--- src/sv/lssc_pkg.sv ---
// ----------------------------------------------------------------------------
// lssc_pkg
// Shared types and constants for the line sensor steering correction unit.
// ----------------------------------------------------------------------------
`default_nettype none

package lssc_pkg;

  localparam int SENSOR_COUNT = 16;

  // Register map, index = paddr[3:2]
  localparam logic [1:0] REG_GAIN_KP    = 2'd0;
  localparam logic [1:0] REG_ERR_POWER  = 2'd1;
  localparam logic [1:0] REG_CENTER     = 2'd2;
  localparam logic [1:0] REG_WHITE_W    = 2'd3;

  localparam logic [15:0] GAIN_KP_RST   = 16'd100;
  localparam logic [2:0]  ERR_POWER_RST = 3'd1;
  localparam logic [3:0]  CENTER_RST    = 4'd8;
  localparam logic [3:0]  WHITE_W_RST   = 4'd10;

  localparam int CORR_LIMIT  = 180;
  localparam int GAIN_SCALE  = 100;
  // Smallest gain*power product that saturates the correction
  localparam int SAT_PROD    = (CORR_LIMIT + 1) * GAIN_SCALE;
  localparam int PW_W        = $clog2(SAT_PROD + 1);
  localparam int GAIN_W      = 16;
  localparam int MUL_A_W     = GAIN_W;
  localparam int MUL_B_W     = PW_W;
  localparam int MUL_P_W     = MUL_A_W + MUL_B_W;
  // x/100 for x < SAT_PROD as (x*RECIP_MULT) >> RECIP_SHIFT
  localparam int RECIP_SHIFT = 19;
  localparam int RECIP_MULT  = ((2 ** RECIP_SHIFT) + GAIN_SCALE - 1) / GAIN_SCALE;
  localparam int Q_W         = $clog2(CORR_LIMIT + 1);

  typedef enum logic [1:0] {
    FLAG_NORMAL = 2'd0,
    FLAG_NONE   = 2'd1,
    FLAG_EDGE   = 2'd2,
    FLAG_WHITE  = 2'd3
  } line_flag_t;

  typedef struct packed {
    logic [15:0] gain_kp;
    logic [2:0]  error_power;
    logic [3:0]  center_index;
    logic [3:0]  all_white_width;
  } cfg_t;

  typedef struct packed {
    logic signed [8:0] correction;
    line_flag_t        line_flag;
    logic [3:0]        tracked_center;
  } res_t;

endpackage

`default_nettype wire

--- src/sv/lssc_cfg_regs.sv ---
// ----------------------------------------------------------------------------
// lssc_cfg_regs
// APB-style configuration registers: gain, error power, center, white width.
// ----------------------------------------------------------------------------
`default_nettype none

module lssc_cfg_regs (
  input  wire logic          clk,
  input  wire logic          rst,
  input  wire logic          psel,
  input  wire logic          penable,
  input  wire logic          pwrite,
  input  wire logic [3:0]    paddr,
  input  wire logic [31:0]   pwdata,
  output logic [31:0]        prdata,
  output logic               pready,
  output lssc_pkg::cfg_t     cfg
);
  import lssc_pkg::*;

  logic       wr_en;
  logic [1:0] reg_idx;

  assign pready  = 1'b1;
  assign reg_idx = paddr[3:2];
  assign wr_en   = psel & penable & pwrite & pready;

  always_ff @(posedge clk) begin
    if (rst) begin
      cfg.gain_kp         <= GAIN_KP_RST;
      cfg.error_power     <= ERR_POWER_RST;
      cfg.center_index    <= CENTER_RST;
      cfg.all_white_width <= WHITE_W_RST;
    end else if (wr_en) begin
      unique case (reg_idx)
        REG_GAIN_KP:   cfg.gain_kp         <= pwdata[15:0];
        REG_ERR_POWER: cfg.error_power     <= pwdata[2:0];
        REG_CENTER:    cfg.center_index    <= pwdata[3:0];
        REG_WHITE_W:   cfg.all_white_width <= pwdata[3:0];
        default:       ;
      endcase
    end
  end

  always_comb begin
    unique case (reg_idx)
      REG_GAIN_KP:   prdata = {16'd0, cfg.gain_kp};
      REG_ERR_POWER: prdata = {29'd0, cfg.error_power};
      REG_CENTER:    prdata = {28'd0, cfg.center_index};
      REG_WHITE_W:   prdata = {28'd0, cfg.all_white_width};
      default:       prdata = 32'd0;
    endcase
  end

endmodule

`default_nettype wire

--- src/sv/lssc_run_scan.sv ---
// ----------------------------------------------------------------------------
// lssc_run_scan
// Bit-serial scan of the masked frame, one sensor per cycle, tracking the
// widest run of ones (later run wins a tie).
// ----------------------------------------------------------------------------
`default_nettype none

module lssc_run_scan #(
  parameter int NUM_SENSORS = 16
) (
  input  wire logic                           clk,
  input  wire logic                           rst,
  input  wire logic                           start,
  input  wire logic [NUM_SENSORS-1:0]         seen,
  output logic                                done,
  output logic [$clog2(NUM_SENSORS)-1:0]      best_s,
  output logic [$clog2(NUM_SENSORS)-1:0]      best_e,
  output logic [$clog2(NUM_SENSORS)-1:0]      max_w
);
  localparam int IW = $clog2(NUM_SENSORS);
  localparam logic [IW-1:0] LAST = IW'(NUM_SENSORS - 1);

  logic                   busy;
  logic [IW-1:0]          idx;
  logic [NUM_SENSORS-1:0] sh;
  logic                   in_run;
  logic [IW-1:0]          run_s;
  logic [IW-1:0]          run_e;

  logic          in_run_next;
  logic [IW-1:0] run_s_next;
  logic [IW-1:0] run_e_next;
  logic [IW-1:0] best_s_next;
  logic [IW-1:0] best_e_next;
  logic [IW-1:0] max_w_next;

  always_comb begin
    in_run_next = in_run;
    run_s_next  = run_s;
    run_e_next  = run_e;
    best_s_next = best_s;
    best_e_next = best_e;
    max_w_next  = max_w;
    if (sh[0]) begin
      if (in_run) begin
        run_e_next = idx;
      end else begin
        run_s_next  = idx;
        run_e_next  = idx;
        in_run_next = 1'b1;
      end
    end else if (in_run) begin
      in_run_next = 1'b0;
      if (run_e - run_s >= max_w) begin
        max_w_next  = run_e - run_s;
        best_s_next = run_s;
        best_e_next = run_e;
      end
    end
    // close a run still open at the top end of the bar
    if (idx == LAST && in_run_next) begin
      if (LAST - run_s_next >= max_w_next) begin
        max_w_next  = LAST - run_s_next;
        best_s_next = run_s_next;
        best_e_next = LAST;
      end
    end
  end

  always_ff @(posedge clk) begin
    if (rst) begin
      busy <= 1'b0;
      done <= 1'b0;
    end else begin
      done <= busy & ~start & (idx == LAST);
      if (start) begin
        busy   <= 1'b1;
        idx    <= '0;
        sh     <= seen;
        in_run <= 1'b0;
        run_s  <= '0;
        run_e  <= '0;
        best_s <= '0;
        best_e <= '0;
        max_w  <= '0;
      end else if (busy) begin
        sh     <= sh >> 1;
        idx    <= idx + 1'b1;
        in_run <= in_run_next;
        run_s  <= run_s_next;
        run_e  <= run_e_next;
        best_s <= best_s_next;
        best_e <= best_e_next;
        max_w  <= max_w_next;
        if (idx == LAST) begin
          busy <= 1'b0;
        end
      end
    end
  end

endmodule

`default_nettype wire

--- src/sv/lssc_corr_unit.sv ---
// ----------------------------------------------------------------------------
// lssc_corr_unit
// Midpoint, flag and correction. One shared multiplier does the power
// steps, the gain product and the divide by 100 (reciprocal multiply).
// ----------------------------------------------------------------------------
`default_nettype none

module lssc_corr_unit #(
  parameter int NUM_SENSORS = 16
) (
  input  wire logic                        clk,
  input  wire logic                        rst,
  input  wire lssc_pkg::cfg_t              cfg,
  input  wire logic                        start,
  input  wire logic [$clog2(NUM_SENSORS)-1:0] best_s,
  input  wire logic [$clog2(NUM_SENSORS)-1:0] best_e,
  input  wire logic [$clog2(NUM_SENSORS)-1:0] max_w,
  output logic                             res_valid,
  input  wire logic                        res_take,
  output lssc_pkg::res_t                   res
);
  import lssc_pkg::*;

  localparam int IW = $clog2(NUM_SENSORS);
  localparam int VW = (IW > 4) ? IW : 4;
  localparam logic [IW-1:0] LAST = IW'(NUM_SENSORS - 1);

  typedef enum logic [2:0] {
    C_IDLE,
    C_POW,
    C_GAIN,
    C_RECIP,
    C_DONE
  } cstate_t;

  cstate_t            state;
  logic [PW_W-1:0]    pw;
  logic [VW-1:0]      mag;
  logic               pos;
  logic [2:0]         cnt;
  logic [MUL_P_W-1:0] prod;
  line_flag_t         flag_r;
  logic [3:0]         mid_r;

  logic [MUL_A_W-1:0] mul_a;
  logic [MUL_B_W-1:0] mul_b;
  logic [MUL_P_W-1:0] mul_p;

  logic [IW:0]        mid_sum;
  logic [IW-1:0]      mid;
  logic               white;
  logic               at_end;
  logic [VW-1:0]      mid_v;
  logic [VW-1:0]      ctr_v;
  logic [Q_W-1:0]     q;

  assign mid_sum = {1'b0, best_s} + {1'b0, best_e};
  assign mid     = mid_sum[IW:1];
  assign mid_v   = VW'(mid);
  assign ctr_v   = VW'(cfg.center_index);
  assign white   = VW'(max_w) >= VW'(cfg.all_white_width);
  assign at_end  = (best_s == '0) || (best_e == LAST);

  // shared multiplier operand select
  always_comb begin
    unique case (state)
      C_POW: begin
        mul_a = MUL_A_W'(pw);
        mul_b = MUL_B_W'(mag);
      end
      C_GAIN: begin
        mul_a = cfg.gain_kp;
        mul_b = MUL_B_W'(pw);
      end
      C_RECIP: begin
        mul_a = MUL_A_W'(prod[PW_W-1:0]);
        mul_b = MUL_B_W'(RECIP_MULT);
      end
      default: begin
        mul_a = '0;
        mul_b = '0;
      end
    endcase
  end

  assign mul_p = mul_a * mul_b;
  assign q     = (prod >= MUL_P_W'(SAT_PROD)) ? Q_W'(CORR_LIMIT)
                                              : mul_p[RECIP_SHIFT +: Q_W];
  assign res_valid = (state == C_DONE);

  always_ff @(posedge clk) begin
    if (rst) begin
      state <= C_IDLE;
    end else begin
      unique case (state)
        C_IDLE: begin
          if (start) begin
            if (mid == '0) begin
              // midpoint zero counts as nothing seen
              res.correction     <= '0;
              res.line_flag      <= FLAG_NONE;
              res.tracked_center <= cfg.center_index;
              state              <= C_DONE;
            end else begin
              pos    <= mid_v > ctr_v;
              mag    <= (mid_v > ctr_v) ? mid_v - ctr_v : ctr_v - mid_v;
              pw     <= PW_W'(1);
              cnt    <= cfg.error_power;
              mid_r  <= 4'(mid);
              flag_r <= white ? FLAG_WHITE : (at_end ? FLAG_EDGE : FLAG_NORMAL);
              state  <= C_POW;
            end
          end
        end
        C_POW: begin
          if (cnt == 3'd0) begin
            state <= C_GAIN;
          end else begin
            // clamp keeps saturation decisions exact
            pw  <= (mul_p >= MUL_P_W'(SAT_PROD)) ? PW_W'(SAT_PROD) : mul_p[PW_W-1:0];
            cnt <= cnt - 3'd1;
          end
        end
        C_GAIN: begin
          prod  <= mul_p;
          state <= C_RECIP;
        end
        C_RECIP: begin
          res.correction     <= pos ? $signed(9'(q)) : -$signed(9'(q));
          res.line_flag      <= flag_r;
          res.tracked_center <= mid_r;
          state              <= C_DONE;
        end
        C_DONE: begin
          if (res_take) begin
            state <= C_IDLE;
          end
        end
        default: state <= C_IDLE;
      endcase
    end
  end

endmodule

`default_nettype wire

--- src/sv/line_sensor_steering_correction_unit.sv ---
// ----------------------------------------------------------------------------
// line_sensor_steering_correction_unit
// Masks each frame with the previous one, finds the widest run of lit
// sensors and turns its midpoint offset into a saturated steering correction.
//
//   channel  signals                          direction  item
//   in       in_valid/in_ready, sensor_bits   input      one sensor frame
//   out      out_valid/out_ready, correction, output     one result
//            line_flag, tracked_center
//   cfg      psel/penable/pwrite/paddr/pwdata input      register write
//
// Accept to out_valid: run scan of the masked frame, shared multiplier for
// power steps, gain and divide (skipped for a zero midpoint), then output
// register. One item is in work at a time; in_ready drops on accept and
// returns when the result moves to the output register, so a new item can
// start while that result waits. Synchronous reset clears the previous
// frame and loads the register defaults.
// ----------------------------------------------------------------------------
`default_nettype none

module line_sensor_steering_correction_unit #(
  parameter int NUM_SENSORS = lssc_pkg::SENSOR_COUNT
) (
  input  wire logic                   clk,
  input  wire logic                   rst,
  input  wire logic                   in_valid,
  output logic                        in_ready,
  input  wire logic [NUM_SENSORS-1:0] sensor_bits,
  output logic                        out_valid,
  input  wire logic                   out_ready,
  output logic signed [8:0]           correction,
  output logic [1:0]                  line_flag,
  output logic [3:0]                  tracked_center,
  input  wire logic                   psel,
  input  wire logic                   penable,
  input  wire logic                   pwrite,
  input  wire logic [3:0]             paddr,
  input  wire logic [31:0]            pwdata,
  output logic [31:0]                 prdata,
  output logic                        pready
);
  import lssc_pkg::*;

  localparam int IW = $clog2(NUM_SENSORS);

  cfg_t                   cfg;
  res_t                   res;
  logic                   busy;
  logic [NUM_SENSORS-1:0] prev_frame;
  logic                   in_acc;
  logic                   scan_done;
  logic [IW-1:0]          best_s;
  logic [IW-1:0]          best_e;
  logic [IW-1:0]          max_w;
  logic                   res_valid;
  logic                   res_take;

  assign in_ready = ~busy;
  assign in_acc   = in_valid & in_ready;
  assign res_take = res_valid & (~out_valid | out_ready);

  lssc_cfg_regs u_cfg (
    .clk     (clk),
    .rst     (rst),
    .psel    (psel),
    .penable (penable),
    .pwrite  (pwrite),
    .paddr   (paddr),
    .pwdata  (pwdata),
    .prdata  (prdata),
    .pready  (pready),
    .cfg     (cfg)
  );

  lssc_run_scan #(
    .NUM_SENSORS (NUM_SENSORS)
  ) u_scan (
    .clk    (clk),
    .rst    (rst),
    .start  (in_acc),
    .seen   (sensor_bits & prev_frame),
    .done   (scan_done),
    .best_s (best_s),
    .best_e (best_e),
    .max_w  (max_w)
  );

  lssc_corr_unit #(
    .NUM_SENSORS (NUM_SENSORS)
  ) u_corr (
    .clk       (clk),
    .rst       (rst),
    .cfg       (cfg),
    .start     (scan_done),
    .best_s    (best_s),
    .best_e    (best_e),
    .max_w     (max_w),
    .res_valid (res_valid),
    .res_take  (res_take),
    .res       (res)
  );

  always_ff @(posedge clk) begin
    if (rst) begin
      busy       <= 1'b0;
      out_valid  <= 1'b0;
      prev_frame <= '0;
    end else begin
      if (in_acc) begin
        busy       <= 1'b1;
        prev_frame <= sensor_bits;
      end else if (res_take) begin
        busy <= 1'b0;
      end
      if (res_take) begin
        out_valid <= 1'b1;
      end else if (out_ready) begin
        out_valid <= 1'b0;
      end
    end
  end

  always_ff @(posedge clk) begin
    if (res_take) begin
      correction     <= res.correction;
      line_flag      <= res.line_flag;
      tracked_center <= res.tracked_center;
    end
  end

`ifndef SYNTHESIS
  a_corr_range: assert property (@(posedge clk) disable iff (rst)
    out_valid |-> (correction <= 9'sd180) && (correction >= -9'sd180))
    else $error("correction out of range");

  a_none_zero: assert property (@(posedge clk) disable iff (rst)
    (out_valid && line_flag == FLAG_NONE) |-> (correction == 9'sd0))
    else $error("nothing-seen result with nonzero correction");

  a_scan_busy: assert property (@(posedge clk) disable iff (rst)
    (scan_done || res_valid) |-> busy)
    else $error("scan or result activity while block idle");

  a_take_clear: assert property (@(posedge clk) disable iff (rst)
    res_take |=> !res_valid && !busy)
    else $error("result not retired after handoff");
`endif

endmodule

`default_nettype wire

--- config.mk ---
export PLATFORM = sky130hd
export DESIGN_NAME = line_sensor_steering_correction_unit
export DESIGN_NICKNAME = d
export VERILOG_FILES = /design/src/sv/lssc_pkg.sv /design/src/sv/lssc_cfg_regs.sv /design/src/sv/lssc_run_scan.sv /design/src/sv/lssc_corr_unit.sv /design/src/sv/line_sensor_steering_correction_unit.sv
export SDC_FILE = /design/constraint.sdc
export NUM_CORES = 1
export LEC_CHECK = 0
export BUFFER_PORTS_ARGS = -buffer_cell sky130_fd_sc_hd__buf_2
export CAP_MARGIN = 20
export CORE_MARGIN = 10
export CORE_UTILIZATION = 50
export CTS_CLUSTER_DIAMETER = 100
export DETAILED_ROUTE_END_ITERATION = 8
export GPL_TIMING_DRIVEN = 0
export PLACE_DENSITY = 0.68
export SYNTH_ARGS = -nofsm -noshare
export SYNTH_HDL_FRONTEND = slang
export SYNTH_SLANG_ARGS = --single-unit
--- constraint.sdc ---
create_clock -name clk -period 20.1 [get_ports clk]
set_clock_uncertainty 0.05 [all_clocks]
set_input_delay 0 -clock clk [delete_from_list [all_inputs] [get_ports clk]]
set_output_delay 0 -clock clk [all_outputs]
set_load 0.02 [all_outputs]
==> results of run 1 <==
[cells by family after synthesis]
| group | Yosys count |
|---|---|
| AOI/OAI and AO/OA | 256 |
| xor gates and xnor gates | 37 |
| adders and majority gates | 308 |
| buffers and inverters | 341 |
| DFF | 181 |
| muxes | 48 |
| other | 2 |
| and+or+nand+nor | 636 |
[final cells by class]
| class | instances | area (µm²) | area share [%] |
|---|---|---|---|
| Multi-Input combinational cell | 1302 | 10700 | 56.5 |
| Sequential cell | 181 | 4930 | 26.0 |
| Inverter | 247 | 927 | 4.88 |
| Timing Repair Buffer | 116 | 817 | 4.30 |
| Tap cell | 448 | 561 | 2.95 |
| Clock buffer | 19 | 453 | 2.39 |
| Buffer | 94 | 445 | 2.35 |
| Clock inverter | 13 | 129 | 0.679 |
[per-stage QoR]
step	instance area, µm²	util [%]	cells
after CTS	19000	56.7	2418
final	19000	56.8	2420
after global routing	19000	56.8	2420
after floorplan	17000	-	1824
after detailed placement	18000	53.9	2349
after global placement	17900	53.6	2342
[final timing paths]
check,start,endpoint,slack [ns]
setup / recovery,u_corr.state[2],u_corr.pw[9],10.58
hold / removal,penable,u_cfg.cfg[26],0.04
setup reg to reg,u_corr.state[2],u_corr.pw[9],10.58
hold reg to reg,u_corr.res[5],line_flag[1],0.37
[tightest hold or removal path: stages]
cell,delay (ns)
buf_2,0.11
nand3_1,0.10
nor3_1,0.13
nand2_1,0.09
a21oi_1,0.05
[Yosys cell counts, drive strengths merged (4+ instances only)]
master	number
mux2	18
a211oi	15
xor2	11
o211ai	8
o21a	12
nand4	6
a31oi	6
buf	29
nor4	8
ha	124
nand2b	17
nand3	29
fa	184
nor2b	12
nor3b	4
a21o	39
a21boi	4
xnor2	26
inv	247
or2	6
nor3	18
edfxtp	131
and2	28
a221oi	5
and3	11
a41oi	4
dfxtp	50
o21ai	35
or3	4
o21bai	4
clkbuf	65
nand2	295
nor2	182
a21oi	97
mux2i	27
a31o	4
[what timing repair did]
| item | 4_1_cts | 5_1_grt |
|---|---|---|
| buffers inserted | 0 | 0 |
| hold endpoints to repair | 62 | 0 |
| hold buffers | 37 | 0 |
[sequential cells by signal (all words and copies together) (netlist names), 2 cells and up]
| signal | count |
|---|---|
| prev_frame | 16 |
| line_flag | 2 |
| u_scan.run_s | 4 |
| u_corr.pw | 15 |
| u_corr.mid_r | 4 |
| u_corr.prod | 31 |
| u_corr.res | 15 |
| u_scan.run_e | 4 |
| u_cfg.cfg | 27 |
| u_corr.cnt | 3 |
| u_corr.state | 3 |
| u_scan.idx | 4 |
| u_scan.best_e | 4 |
| u_scan.max_w | 4 |
| u_scan.best_s | 4 |
| correction | 9 |
| tracked_center | 4 |
| u_corr.mag | 4 |
| u_scan.sh | 16 |
| u_corr.flag_r | 2 |
[layout by cell type (no fill, tap or decap), types with 6 or more instances in the layout]
cell type	instances
xnor2_1	26
and2_1	27
inv_1	247
edfxtp_1	131
nor4_1	6
nand2_1	295
fa_1	184
ha_1	124
nor3_1	10
o21ai_0	31
a31oi_1	6
nor3_2	8
mux2_2	18
nor2b_1	11
mux2i_1	27
conb_1	17
dfxtp_1	50
a21oi_1	97
xor2_1	11
nand2b_1	17
and3_1	10
clkbuf_1	64
a21o_1	39
a211oi_1	12
o211ai_1	6
dlygate4sd3_1	37
buf_2	76
clkbuf_16	17
inv_6	7
nor2_1	180
nand3_1	29
o21a_1	12
buf_4	23
[power by group through the flow]
stage	clock, mW	combinational, mW	sequential, mW
final	0.332	0.0932	0.418
after global routing	0.349	0.105	0.419
after CTS	0.336	0.0926	0.418
after detailed placement	0	0.0865	0.427
after global placement	0	0.0819	0.427
after floorplan	0	0.0630	0.424
[per-layer routing]
layer,vias up,part of all wire [%],routed length [µm]
li1,6179,-,-
met1,6513,41,19100
met2,564,48,22500
met3,82,8.5,3990
met4,0,3.1,1480
met5,-,0,0
==> flow_summary.rst, run 1 <==
.. list-table::
   :header-rows: 1

   * - Metric
     - Value
   * - Via count of the first global-routing pass
     - 13800
   * - Net count reported at finish
     - 2326
   * - Total number of vias
     - 13300
   * - Largest area contributor in the netlist
     - edfxtp_1
   * - Global-route wire length before repair
     - 75.2 mm
   * - Worst setup path category
     - reg -> reg
   * - Post-DP HPWL
     - 38.4 mm
   * - Clock tree from TritonCTS
     - built
   * - Effective utilization at floorplan
     - 50.7%
   * - Type of element launching the critical path
     - register
   * - Deepest clock path buffer count
     - 2
   * - Clock latency reported for the late side of the worst-skew pair
     - 0.44 ns
   * - Met3 usage
     - 5.82%
   * - Top-area cell type share of the netlist area
     - 23.2%
   * - Portion of total power attributed to sequential cells
     - 49.6%
   * - Power per cell area
     - 44.4 nW/µm²
   * - Switching pwr
     - 219 µW
   * - CP required
     - 20.24 ns
   * - Share of the yosys chip area belonging to registers
     - 29.1%
   * - Max FO, Critical Path
     - 10
   * - Residual DRC
     - 0
   * - Proportion of synthesized area in mux cells
     - 3.19%
   * - Gr usage total
     - 23.0%
   * - Count of flip-flops with a built-in enable after synthesis
     - 131
   * - Number of cells on the critical path
     - 26
   * - Xor and xnor area share after synthesis
     - 1.91%
   * - Share of async-settable or async-resettable flops after synthesis
     - 0%
   * - Antenna diodes
     - 0
   * - Leakage power figure
     - 8.54 nW
   * - Std cell rows
     - 67
   * - Library cell contributing the largest single delay on the critical path
     - fa_1
   * - Vias per cell
     - 5.51
   * - Dpl ws
     - 10.76 ns
   * - Final number of setup-violating endpoints
     - 0
   * - Switching part of the total power
     - 26.0%
   * - Synth Area per Inst
     - 9.37 µm²
   * - Detailed-router iteration count before antenna repair
     - 5
   * - Wire length after detailed routing
     - 47.1 mm
   * - Run status
     - finished clean
   * - Post-synthesis instance area
     - 16900 µm²
   * - Max Slew Vio Count
     - 0
   * - Endpoint class of the critical path
     - register
   * - Fraction of layout cells with a size suffix above 1
     - 9.89%
   * - Global routing's busiest layer
     - met2
   * - Sinks on Clock Net
     - 181
   * - Max Clk Rate
     - 105 MHz
   * - Area contributors post-synth
     - edfxtp_1 (23%), fa_1 (22%), ha_1 (9.2%), nand2_1 (6.5%), dfxtp_1 (5.9%)
   * - Buffers plus inverters on the worst setup path
     - 8
   * - Final period utilization
     - 47.4%
   * - Clock-pin transition on the worst setup and hold timing paths
     - 0.07 ns
   * - Filler instances
     - 2964
   * - Worst hold slack
     - 0.0423 ns
   * - Distinct cell type count after synthesis
     - 83
   * - VDD IR-drop max
     - 0.0000640 V
   * - Measured slew at the worst slew-check pin
     - 1.17 ns
   * - Met2 track demand over resource in global routing
     - 37.8%
   * - Dominant combinational cell family by area after synthesis
     - adder cells
   * - Pin count of the biggest net entering global routing
     - 25
   * - Clock share of power
     - 39.4%
   * - Post-CTS resize count
     - 0
   * - Logic gate share of total power
     - 11.0%
   * - Synth Area in Compound Gates
     - 10.0%
   * - Fraction of the mapped netlist area in simple logic gates
     - 16.7%
   * - YS warnings
     - 0
   * - Total power
     - 844 µW
   * - Routability congestion estimate from global placement
     - 0.932
   * - Die ar.
     - 41700 µm²
   * - Worst hold path depth
     - 5
   * - Fin Setup TNS
     - 0 ns
   * - TritonCTS Buffers
     - 17
   * - Buffers added on ports
     - 70
   * - Initial antenna violation count
     - 0
   * - Max-slew headroom at the worst pin
     - 21.9%
   * - Met1 layer usage reported by global route
     - 29.0%
   * - Clock root buffer
     - clkbuf_16
   * - DIE HEIGHT
     - 204 µm
   * - Period minus WS final
     - 9.52 ns
   * - Hold Violations, Final
     - 0
   * - I/O Pins
     - 109
   * - Prevailing post-synth register cell
     - edfxtp_1
   * - Number of synthesized register bits
     - 181
   * - Number of cells traversed by the worst register-to-register path
     - 26
   * - Placeable core region
     - 33400 µm²
   * - Area overhead of the layout relative to synthesis
     - 12.0%
   * - Die width
     - 204 µm
   * - RSZ-0062 raised after global routing
     - no
   * - H-Tree Depth
     - 4
   * - Post-Syn Instances
     - 1809
   * - Class of the worst hold path
     - in -> reg
   * - Internal power consumption
     - 624 µW
   * - Wire length per cell
     - 19.5 µm
   * - Final WS setup
     - 10.58 ns
   * - Top cell by count, worst path
     - fa_1
   * - Stage delay of the slowest cell on the critical path
     - 0.58 ns
   * - DRT iter0 DRCs
     - 904
   * - Crit path arrival time
     - 9.66 ns
   * - Final ANT Viol Nets
     - 0
   * - Kind of cell adding the most delay to the critical path
     - adder cells
   * - Total grt overflow
     - 0
   * - MaxCap Viol Count
     - 0
   * - Fraction of the mapped netlist area in adder cells
     - 30.9%
Power figures use the tool's default switching activity.
==> run 2: changes to the inputs <==
- ABC_AREA: unset -> 1
- clock period: 20.1 -> 9.57 ns (I/O delays scaled with it)
==> flow_summary.rst, run 2 <==
.. list-table::
   :header-rows: 1

   * - Metric
     - Value
   * - Distinct cell type count after synthesis
     - 56
   * - Max reg flops
     - 31
   * - Switching pwr
     - 575 µW
   * - Crit path arrival time
     - 8.66 ns
   * - Worst setup path category
     - reg -> reg
   * - Most common cell after layout, fill and taps aside
     - nand2_1
   * - Antenna diodes
     - 0
   * - Internal power consumption
     - 1.40 mW
   * - Die width
     - 206 µm
   * - Share of async-settable or async-resettable flops after synthesis
     - 0%
   * - Class of the worst hold path
     - in -> reg
   * - Largest area contributor in the netlist
     - edfxtp_1
   * - Effective utilization at floorplan
     - 50.5%
   * - Routability congestion estimate from global placement
     - 0.932
   * - Residual DRC
     - 0
   * - Top cell by count, worst path
     - nand2_1
   * - Total power
     - 1.97 mW
   * - Initial antenna violation count
     - 0
   * - Max FO, Critical Path
     - 10
   * - Area contributors post-synth
     - edfxtp_1 (23%), fa_1 (21%), nand2_1 (10%), inv_1 (9.7%), ha_1 (8.9%)
   * - Deepest clock path buffer count
     - 2
   * - Wire length per cell
     - 17.1 µm
   * - Max Clk Rate
     - 119 MHz
   * - Max Slew Vio Count
     - 0
   * - Prevailing post-synth register cell
     - edfxtp_1
   * - RSZ-0062 raised after global routing
     - no
   * - Vias per cell
     - 5.13
   * - Placeable core region
     - 34400 µm²
   * - Pin count of the biggest net entering global routing
     - 38
   * - Wire length after detailed routing
     - 46.9 mm
   * - Share of the yosys chip area belonging to registers
     - 28.4%
   * - MaxCap Viol Count
     - 0
   * - Portion of total power attributed to sequential cells
     - 46.0%
   * - Post-Syn Instances
     - 2133
   * - Detailed-router iteration count before antenna repair
     - 6
   * - Fin Setup TNS
     - 0 ns
   * - Switching part of the total power
     - 29.2%
   * - Clock tree from TritonCTS
     - built
   * - Gr usage total
     - 22.8%
   * - Endpoint class of the critical path
     - register
   * - Top library cells by usage in the layout, fill and taps aside
     - nand2_1 (481), inv_1 (446), nor2_1 (262)
   * - Run status
     - finished clean
   * - Max-slew headroom at the worst pin
     - 34.1%
   * - TritonCTS Buffers
     - 17
   * - Power per cell area
     - 102 nW/µm²
   * - Logic gate share of total power
     - 18.5%
   * - CP required
     - 9.82 ns
   * - Post-synthesis instance area
     - 17300 µm²
   * - Period minus WS final
     - 8.41 ns
   * - Std cell rows
     - 68
   * - DIE HEIGHT
     - 206 µm
   * - Fraction of layout cells with a size suffix above 1
     - 10.1%
   * - Via count of the first global-routing pass
     - 14200
   * - Synth Area per Inst
     - 8.13 µm²
   * - Clock root buffer
     - clkbuf_16
   * - Final period utilization
     - 87.9%
   * - Sinks on Clock Net
     - 181
   * - Measured slew at the worst slew-check pin
     - 0.984 ns
   * - Hold Violations, Final
     - 0
   * - Die ar.
     - 42500 µm²
   * - Post-layout utilization of the core
     - 56.3%
   * - Count of flip-flops with a built-in enable after synthesis
     - 131
   * - Leakage power figure
     - 9.64 nW
   * - VDD IR-drop max
     - 0.000136 V
   * - Clock share of power
     - 35.5%
   * - Final number of setup-violating endpoints
     - 0
   * - Final ANT Viol Nets
     - 0
   * - Net count reported at finish
     - 2648
   * - Post-DP HPWL
     - 38.6 mm
   * - Ranking of synthesized cells by instance count
     - nand2_1 (482), inv_1 (446), nor2_1 (263)
   * - H-Tree Depth
     - 4
   * - Start point of the critical path
     - u_corr.state[2]
   * - Number of synthesized register bits
     - 181
   * - Register bank with the most flops
     - u_corr.prod
   * - Biggest regs
     - u_corr.prod x31, u_cfg.cfg x27
   * - Top-area cell type share of the netlist area
     - 22.7%
   * - Total grt overflow
     - 0
   * - YS warnings
     - 0
   * - Filler instances
     - 3140
   * - Type of element launching the critical path
     - register
   * - I/O Pins
     - 109
   * - Buffers added on ports
     - 73
   * - Cell with the most instances after synthesis
     - nand2_1
   * - Clock latency reported for the late side of the worst-skew pair
     - 0.44 ns
   * - Library cell contributing the largest single delay on the critical path
     - nor3_2
   * - Min-Delay Startpoint
     - paddr[2]
   * - Stage delay of the slowest cell on the critical path
     - 0.68 ns
   * - Clock-pin transition on the worst setup and hold timing paths
     - 0.07 ns
   * - Reg-to-Reg Start
     - u_corr.state[2]
   * - Area overhead of the layout relative to synthesis
     - 11.6%
   * - Global-route wire length before repair
     - 75.2 mm
   * - DRT iter0 DRCs
     - 1076
   * - Total number of vias
     - 14100
==> run 2: cell types whose count changed after synthesis, sizes merged, moves of 30 or more <==
cell	before	now
nand2	295	503
inv	247	466
o21ai	35	66
nand3	29	59
clkbuf	65	28
nor2	182	289
a21o	39	1
==> run 2: logic make-up (layout without fill, tap and decap cells) <==
logic type	after synthesis	in the layout	share of synthesized area, %
and+or+nand+nor	905	905	22.3
other	2	17	0.0433
DFF	181	181	28.4
adders and majority gates	308	308	30.2
xor gates and xnor gates	15	15	0.757
AOI/OAI and AO/OA	193	193	6.40
buffers and inverters	529	675	11.9
==> run 2: per-stage QoR <==
stage          instances  worst slack [ns]  hold slack (ns)  area, µm²
6_report            2749              1.16           0.0620      19400
5_1_grt             2749             0.696           0.0714      19400
4_1_cts             2749              1.26           0.0274      19400
3_5_place_dp        2679              1.29            0.186      18400
3_3_place_gp        2676              1.32            0.173      18300
2_1_floorplan       2148              2.69           0.0285      17400
==> run 2: worst max-delay path, delay by kind of cell (launching register included) <==
kind / cells / cell delay [ns]
adder cells (fa/ha/maj): 7 / 3.40
AND/OR/NAND/NOR: 16 / 2.76
buffers and inverters: 9 / 1.29
flip-flops: 1 / 0.40
XOR/XNOR: 1 / 0.33
==> run 2: layout make-up <==
| type | count | area (µm²) | share of cell area, % |
|---|---|---|---|
| multi-input cells | 1438 | 10400 | 53.9 |
| flip-flops and latches | 181 | 4930 | 25.5 |
| inverters | 472 | 1770 | 9.15 |
| repair buffers | 114 | 779 | 4.03 |
| well taps | 455 | 569 | 2.94 |
| clock buffers | 18 | 429 | 2.22 |
| plain buffers | 57 | 285 | 1.47 |
| clock inverters | 14 | 151 | 0.782 |
==> run 2: metal layers <==
metal	GRT usage [%]	share of wire (%)	up-vias
met1	30.1	43	6713
met4	7.04	2.7	0
met5	0	0	-
met3	4.76	6.9	73
li1	-	-	6814
met2	36.7	47	515
==> run 2: power groups by stage <==
stage	Sequential [mW]	Combinational [mW]	Clock (mW)
floorplan	0.918	0.244	0
global placement	0.923	0.334	0
detailed placement	0.923	0.347	0
CTS	0.906	0.361	0.708
global route	0.910	0.410	0.742
finish	0.906	0.365	0.700
==> run 2: worst paths after layout <==
kind | to | slack [ns] | cells after the start
setup / recovery | u_corr.pw[1] | 1.16 | 33
hold / removal | u_cfg.cfg[8] | 0.06 | 6
setup reg to reg | u_corr.pw[1] | 1.16 | 33
hold reg to reg | line_flag[1] | 0.38 | 0
==> run 2: what timing repair did <==
| action | in CTS | in global routing |
|---|---|---|
| resized for setup | 0 | 0 |
| setup buffers | 0 | 0 |
| endpoints found under the hold margin | 63 | 0 |
| hold buffers | 38 | 0 |
